[src/rtl/mscs_pkg.sv]
// package for the marching-squares case stream unit
// holds sizes, register indexes and the shared configuration and write types
// no dependencies
package mscs_pkg;

  localparam int unsigned MAX_WIDTH  = 2048;
  localparam int unsigned MAX_HEIGHT = 2048;
  localparam int unsigned COL_W      = $clog2(MAX_WIDTH);
  localparam int unsigned ROW_W      = $clog2(MAX_HEIGHT);
  localparam int unsigned CFG_W      = 12;
  localparam int unsigned DATA_W     = 32;
  localparam int unsigned ADDR_W     = 3;

  typedef enum logic [0:0] {
    REG_GRID_WIDTH  = 1'b0,
    REG_GRID_HEIGHT = 1'b1
  } reg_idx_e;

  localparam logic [CFG_W-1:0] GRID_WIDTH_RST  = CFG_W'(32);
  localparam logic [CFG_W-1:0] GRID_HEIGHT_RST = CFG_W'(32);

  typedef struct packed {
    logic [CFG_W-1:0] grid_width;
    logic [CFG_W-1:0] grid_height;
  } cfg_t;

  typedef struct packed {
    logic             en;
    logic [COL_W-1:0] addr;
    logic             data;
  } lb_wr_t;

  function automatic logic [CFG_W-1:0] clamp_size(input logic [CFG_W-1:0] v,
                                                  input logic [CFG_W-1:0] maxv);
    logic [CFG_W-1:0] r;
    if (v == '0) begin
      r = CFG_W'(1);
    end else if (v > maxv) begin
      r = maxv;
    end else begin
      r = v;
    end
    return r;
  endfunction

endpackage

[src/rtl/mscs_cfg_regs.sv]
// configuration registers of the marching-squares case stream unit
// apb-style write and read port for grid_width and grid_height
// depends on mscs_pkg
module mscs_cfg_regs (
  input  logic                          clk_i,
  input  logic                          rst_ni,
  input  logic                          psel,
  input  logic                          penable,
  input  logic                          pwrite,
  input  logic [mscs_pkg::ADDR_W-1:0]   paddr,
  input  logic [mscs_pkg::DATA_W-1:0]   pwdata,
  output logic [mscs_pkg::DATA_W-1:0]   prdata,
  output logic                          pready,
  output mscs_pkg::cfg_t                cfg_o
);
  import mscs_pkg::*;

  logic [CFG_W-1:0] width_q, width_d;
  logic [CFG_W-1:0] height_q, height_d;
  logic             wr_en;
  reg_idx_e         idx;

  assign pready = 1'b1;
  assign wr_en  = psel & penable & pwrite & pready;
  assign idx    = reg_idx_e'(paddr[2]);

  always_comb begin
    width_d  = width_q;
    height_d = height_q;
    if (wr_en) begin
      case (idx)
        REG_GRID_WIDTH:  width_d  = pwdata[CFG_W-1:0];
        REG_GRID_HEIGHT: height_d = pwdata[CFG_W-1:0];
        default: ;
      endcase
    end
  end

  always_ff @(posedge clk_i or negedge rst_ni) begin
    if (!rst_ni) begin
      width_q  <= GRID_WIDTH_RST;
      height_q <= GRID_HEIGHT_RST;
    end else begin
      width_q  <= width_d;
      height_q <= height_d;
    end
  end

  always_comb begin
    case (idx)
      REG_GRID_WIDTH:  prdata = DATA_W'(width_q);
      REG_GRID_HEIGHT: prdata = DATA_W'(height_q);
      default:         prdata = '0;
    endcase
  end

  assign cfg_o.grid_width  = width_q;
  assign cfg_o.grid_height = height_q;

endmodule

[src/rtl/mscs_line_buffer.sv]
// line buffer of sign flags, one per column of the previous row
// synchronous memory with registered read and write-to-read forwarding
// depends on mscs_pkg
module mscs_line_buffer (
  input  logic                       clk_i,
  input  logic                       rst_ni,
  input  logic                       rd_en_i,
  input  logic [mscs_pkg::COL_W-1:0] rd_addr_i,
  output logic                       rd_data_o,
  input  mscs_pkg::lb_wr_t           wr_i
);
  import mscs_pkg::*;

  logic mem [MAX_WIDTH];
  logic mem_rd_q;
  logic fwd_q, fwd_d;
  logic fwd_data_q;

  assign fwd_d = wr_i.en & (wr_i.addr == rd_addr_i);

  always_ff @(posedge clk_i) begin
    if (wr_i.en) begin
      mem[wr_i.addr] <= wr_i.data;
    end
    if (rd_en_i) begin
      mem_rd_q   <= mem[rd_addr_i];
      fwd_data_q <= wr_i.data;
    end
  end

  // same-edge write and read of one column
  always_ff @(posedge clk_i or negedge rst_ni) begin
    if (!rst_ni) begin
      fwd_q <= 1'b0;
    end else if (rd_en_i) begin
      fwd_q <= fwd_d;
    end
  end

  assign rd_data_o = fwd_q ? fwd_data_q : mem_rd_q;

endmodule

[src/rtl/marching_squares_case_stream_unit.sv]
// Marching-squares case stream unit: takes one Q16.16 signed-distance sample per transaction
// in raster order and returns one 4-bit case code per node (bit 0 upper-left, bit 1 upper,
// bit 2 left, bit 3 the node itself negative) with frame_end on the last node of the grid.
// A new sample can be taken every clock cycle while the output is not stalled; each sample passes
// through stage one (line-buffer read), then case build and write-back into the output register.
// The line buffer needs no clearing after reset.
// Depends on mscs_pkg, mscs_cfg_regs and mscs_line_buffer.
module marching_squares_case_stream_unit (
  input  logic                        clk_i,
  input  logic                        rst_ni,
  input  logic                        psel,
  input  logic                        penable,
  input  logic                        pwrite,
  input  logic [mscs_pkg::ADDR_W-1:0] paddr,
  input  logic [mscs_pkg::DATA_W-1:0] pwdata,
  output logic [mscs_pkg::DATA_W-1:0] prdata,
  output logic                        pready,
  input  logic                        in_valid_i,
  output logic                        in_stall_o,
  input  logic signed [31:0]          sample_value_i,
  output logic                        out_valid_o,
  input  logic                        out_stall_i,
  output logic [3:0]                  case_code_o,
  output logic                        frame_end_o
);
  import mscs_pkg::*;

  cfg_t             cfg;
  lb_wr_t           lb_wr;
  logic             lb_rd_data;
  logic [CFG_W-1:0] w_eff, h_eff;

  logic [COL_W-1:0] col_q, col_d;
  logic [ROW_W-1:0] row_q, row_d;
  logic             last_col, last_row;

  logic             s1_valid_q, s1_valid_d;
  logic [COL_W-1:0] s1_col_q;
  logic             s1_self_q, s1_col0_q, s1_row0_q, s1_last_q;

  logic             left_q, ul_q;
  logic             out_valid_q, out_valid_d;
  logic [3:0]       case_q;
  logic             frame_end_q;

  logic             out_free, s1_adv, in_acc;
  logic             self_b, left_b, up_b, ul_b;

  mscs_cfg_regs u_cfg (
    .clk_i   (clk_i),
    .rst_ni  (rst_ni),
    .psel    (psel),
    .penable (penable),
    .pwrite  (pwrite),
    .paddr   (paddr),
    .pwdata  (pwdata),
    .prdata  (prdata),
    .pready  (pready),
    .cfg_o   (cfg)
  );

  mscs_line_buffer u_lb (
    .clk_i     (clk_i),
    .rst_ni    (rst_ni),
    .rd_en_i   (in_acc),
    .rd_addr_i (col_q),
    .rd_data_o (lb_rd_data),
    .wr_i      (lb_wr)
  );

  assign w_eff = clamp_size(cfg.grid_width, CFG_W'(MAX_WIDTH));
  assign h_eff = clamp_size(cfg.grid_height, CFG_W'(MAX_HEIGHT));

  // handshake
  assign out_free    = ~out_valid_q | ~out_stall_i;
  assign s1_adv      = s1_valid_q & out_free;
  assign in_stall_o  = s1_valid_q & ~out_free;
  assign in_acc      = in_valid_i & ~in_stall_o;
  assign s1_valid_d  = in_acc | (s1_valid_q & ~s1_adv);
  assign out_valid_d = s1_adv | (out_valid_q & out_stall_i);

  // raster position
  assign last_col = ({1'b0, col_q} + CFG_W'(1)) >= w_eff;
  assign last_row = ({1'b0, row_q} + CFG_W'(1)) >= h_eff;

  always_comb begin
    col_d = col_q;
    row_d = row_q;
    if (in_acc) begin
      if (last_col) begin
        col_d = '0;
        row_d = last_row ? '0 : row_q + ROW_W'(1);
      end else begin
        col_d = col_q + COL_W'(1);
      end
    end
  end

  // case build
  assign self_b = s1_self_q;
  assign left_b = s1_col0_q ? self_b : left_q;
  assign up_b   = s1_row0_q ? self_b : lb_rd_data;
  assign ul_b   = s1_row0_q ? left_b : (s1_col0_q ? up_b : ul_q);

  assign lb_wr.en   = s1_adv;
  assign lb_wr.addr = s1_col_q;
  assign lb_wr.data = s1_self_q;

  always_ff @(posedge clk_i or negedge rst_ni) begin
    if (!rst_ni) begin
      col_q       <= '0;
      row_q       <= '0;
      s1_valid_q  <= 1'b0;
      out_valid_q <= 1'b0;
      left_q      <= 1'b0;
      ul_q        <= 1'b0;
    end else begin
      col_q       <= col_d;
      row_q       <= row_d;
      s1_valid_q  <= s1_valid_d;
      out_valid_q <= out_valid_d;
      if (s1_adv) begin
        left_q <= self_b;
        ul_q   <= lb_rd_data;
      end
    end
  end

  always_ff @(posedge clk_i) begin
    if (in_acc) begin
      s1_col_q  <= col_q;
      s1_self_q <= sample_value_i[31];
      s1_col0_q <= (col_q == '0);
      s1_row0_q <= (row_q == '0);
      s1_last_q <= last_col & last_row;
    end
    if (s1_adv) begin
      case_q      <= {self_b, left_b, up_b, ul_b};
      frame_end_q <= s1_last_q;
    end
  end

  assign out_valid_o = out_valid_q;
  assign case_code_o = case_q;
  assign frame_end_o = frame_end_q;

  // checks
  a_acc_fills_s1 : assert property (@(posedge clk_i) disable iff (!rst_ni)
    in_acc |=> s1_valid_q)
    else $error("accepted transaction missing from stage one");

  a_s1_holds : assert property (@(posedge clk_i) disable iff (!rst_ni)
    s1_valid_q && !s1_adv |=> s1_valid_q && $stable(s1_col_q))
    else $error("stage one lost a held transaction");

  a_adv_fills_out : assert property (@(posedge clk_i) disable iff (!rst_ni)
    s1_adv |=> out_valid_q)
    else $error("advanced transaction missing from output register");

  a_stall_only_full : assert property (@(posedge clk_i) disable iff (!rst_ni)
    in_stall_o |-> s1_valid_q && out_valid_q)
    else $error("input stalled with free stage");

endmodule
[config.mk]
export PLATFORM = sky130hd
export DESIGN_NAME = marching_squares_case_stream_unit
export DESIGN_NICKNAME = d
export VERILOG_FILES = /design/src/rtl/mscs_pkg.sv /design/src/rtl/mscs_cfg_regs.sv /design/src/rtl/mscs_line_buffer.sv /design/src/rtl/marching_squares_case_stream_unit.sv
export SDC_FILE = /design/constraint.sdc
export NUM_CORES = 2
export LEC_CHECK = 0
export ABC_AREA = 1
export BUFFER_PORTS_ARGS = -buffer_cell sky130_fd_sc_hd__buf_4
export CELL_PAD_IN_SITES_DETAIL_PLACEMENT = 1
export CELL_PAD_IN_SITES_GLOBAL_PLACEMENT = 1
export CORE_UTILIZATION = 52
export CTS_BUF_LIST = sky130_fd_sc_hd__clkbuf_2
export DETAILED_ROUTE_END_ITERATION = 8
export PLACE_DENSITY_LB_ADDON = 0.1
export RECOVER_POWER = 100
export SLEW_MARGIN = 10
export SYNTH_ARGS = -nofsm -noshare
export SYNTH_HDL_FRONTEND = slang
export SYNTH_SLANG_ARGS = --single-unit
[constraint.sdc]
create_clock -name clk_i -period 72.6 [get_ports clk_i]
set_input_delay 7.26 -clock clk_i [delete_from_list [all_inputs] [get_ports clk_i]]
set_output_delay 7.26 -clock clk_i [all_outputs]
set_load 0.005 [all_outputs]
==> out/qor.csv <==
metric,value,unit
full die area,0.186,mm2
Max-slew headroom,-597,%
Post-CTS Resized,0,
gr ovfl total,0,
leakage power,34.6,nW
Worst path max stage delay,7.23,ns
combinational share of power,34.3,%
Post-Syn Area,0.0961,mm2
final wirelength,322,mm
layout cells sized above 1,10.0,%
syn avg cell area,9.83,um2
"top cells by area, synth","edfxtp_1, nand3_1, nand2_1",
die height,432,um
hold-fix buffers at CTS,0,
Iteration-0 DRC Markers,7848,
TritonCTS Buffers,574,
CTS root buf,clkbuf_2,
layout net count,9760,
Internal Dissipation,0.00199,W
Filler Cell Count,20763,
Residual DRC,0,
failing checks,"max-capacitance violations, max-slew violations",
initial antenna violation count,13,
"commonest non-fill, non-tap cell in the layout",nand2_1,
Yosys reg bits,2121,
post-synth top area cell,edfxtp_1,
synth-to-layout area growth,5.16,%
Placer Congestion,0.789,
"Setup violations, final",0,
crit-path most repeated cell,clkbuf_1,
Worst Setup Start Kind,flip-flop,
worst path bufs/invs,5,
"commonest non-fill, non-tap cells in the layout","nand2_1, nor2_1, edfxtp_1, nand3_1, clkbuf_2",
Worst Path Arrival,26.01,ns
Initial Utilization,52.4,%
TritonCTS clock tree,done,
status,finished with violations,
Crit Path Category,reg -> reg,
core area,0.183,mm2
router iterations before antenna repair,6,
Mapped Cells,9774,
min cycle time layout,25.11,ns
clk buf depth,4,
VDD IR max,36.3,uV
fmax,39.8,MHz
Design Power,0.00337,W
Routed WL per cell,25.8,um
Clock Sinks,2121,
Total Routing Usage GR,34.2,%
Synth Warn #,0,
worst hold-check path type,reg -> reg,
row count,157,
crit path cell chain,"clkbuf_1, clkbuf_1, clkbuf_1, clkbuf_1, clkbuf_1",
first-pass GRT wire length,473,mm
via count,75195,
# IOs,114,
Worst-Skew Late Latency,1.99,ns
Final Hold Violating Endpoints,0,
CP max FO,268,
Port Buffers,39,
max-slew violations,4846,
WP data required,73.50,ns
Sw Share,40.8,%
Cell variety after synth,37,
register area,0.0635,mm2
Worst-Margin Slew,10.46,ns
PwrDens,33.3,mW/mm2
number of H-tree levels,6,
post-route ant nets,0,
"Reg clk slew, reported paths",0.10,ns
Die W,432,um
vias per inst,6.03,
sw power,0.00137,W
Clock power frac,24.3,%
Sequential Power Share,41.4,%
Fin Setup TNS,0,ns
pin count of the biggest net entering global routing,269,
multi-input logic area,0.0283,mm2
share of the synthesized area in the top cell type,64.7,%
CP top delay family,buffers and inverters,
CP Capture Type,flip-flop,
clk_skew,0.123,ns
"Slowest-stage cell, CP",clkbuf_1,
vias in the first global route,76608,
sequential share of the synthesized area,66.0,%
Post-CTS Setup Repair Bufs,0,
RSZ-0062 raised after global routing,false,
hpwl dp,156,mm
Max Cap Violations,91,
Tcrit/Tclk final,34.6,%
path summary, 6_finish.rpt:
kind,start,cells after the start,slack (ns),to
max,s1_self_q$_DFFE_PP_,5,47.49,u_lb.mem[345]$_DFFE_PP_
min,s1_last_q$_DFFE_PP_,0,0.46,frame_end_o$_DFFE_PP_
max reg2reg,s1_self_q$_DFFE_PP_,5,47.49,u_lb.mem[345]$_DFFE_PP_
min reg2reg,s1_last_q$_DFFE_PP_,0,0.46,frame_end_o$_DFFE_PP_
max in group asynchronous,rst_ni,1,64.06,col_q[4]$_DFFE_PN0P_
min in group asynchronous,rst_ni,1,6.34,out_valid_o$_DFF_PN0_
through the flow:
stage / util, % / cell area (um2) / instances / worst slack, ns / hold WS, ns
CTS: 55.4 / 102000 / 12468 / 57.20 / 0.459
global route: 55.1 / 101000 / 12472 / 45.74 / 0.466
floorplan: - / 96200 / 9793 / 43.68 / 0.400
global placement: 52.9 / 97000 / 11546 / 57.23 / 0.404
detailed placement: 52.9 / 97000 / 11546 / 57.20 / 0.433
finish: 55.1 / 101000 / 12475 / 47.49 / 0.464
synthesized netlist by cell type, drive strengths merged:
library cell  instances
xor2                 15
o211ai                2
o21a                  2
a211oi                1
ha                   28
clkbuf              476
a21boi                1
a31oi                 1
nand4                 8
dfstp                 2
xnor2                 5
edfxtp             2070
nand3              2040
and3                  1
dfrtp                49
o22ai                 3
o41ai                 1
nand2              2340
nor3                 27
a21oi                15
nor2               2105
mux2                  2
clkinv                2
buf                 401
nand3b                1
inv                 114
nor4                  6
conb                  2
o21ai                54
final cells by class:
type / instances / share of cell area (%)
Sequential cell: 2121 / 62.8
Inverter: 116 / 0.466
Tap cell: 2464 / 3.05
Clock buffer: 850 / 4.21
Timing Repair Buffer: 166 / 1.09
Antenna cell: 7 / 0.0173
Multi-Input combinational cell: 6679 / 28.0
Clock inverter: 72 / 0.381
routing by layer:
layer / global-route usage [%] / wire length, um
met4: 15.7 / 14000
met2: 56.6 / 156000
met3: 6.14 / 28000
met5: 0 / 61
met1: 43.9 / 125000
power groups by stage:
stage	combinational [W]	sequential (W)	clock, W
final	0.00115	0.00139	0.000817
after global routing	0.00125	0.00140	0.000886
after CTS	0.00113	0.00138	0.000834
after detailed placement	0.00112	0.00141	0
after global placement	0.00110	0.00141	0
after floorplan	0.000753	0.00145	0
registers in the layout, indices dropped and copies added (netlist names):
signal / flops
u_lb.mem: 2048
row_q: 11
case_code_o: 4
s1_last_q: 1
out_valid_o: 1
col_q: 11
s1_row0_q: 1
frame_end_o: 1
u_cfg.height_q: 12
u_lb.fwd_q: 1
s1_valid_q: 1
ul_q: 1
s1_col_q: 11
u_lb.mem_rd_q: 1
u_cfg.width_q: 12
left_q: 1
s1_col0_q: 1
s1_self_q: 1
u_lb.fwd_data_q: 1
kinds of logic (layout without fill, tap and decap cells):
logic type | Yosys count | in the layout | synth area share [%]
AO/OA/AOI/OAI | 80 | 80 | 0.441
XOR/XNOR | 20 | 20 | 0.182
adder cells (fa/ha/maj) | 28 | 28 | 0.365
buffers and inverters | 993 | 1204 | 4.70
flip-flops | 2121 | 2121 | 66.0
multiplexers | 2 | 2 | 0.0234
other | 2 | 28 | 0.00782
AND/OR/NAND/NOR | 6528 | 6528 | 28.3
Power figures use the tool's default switching activity.
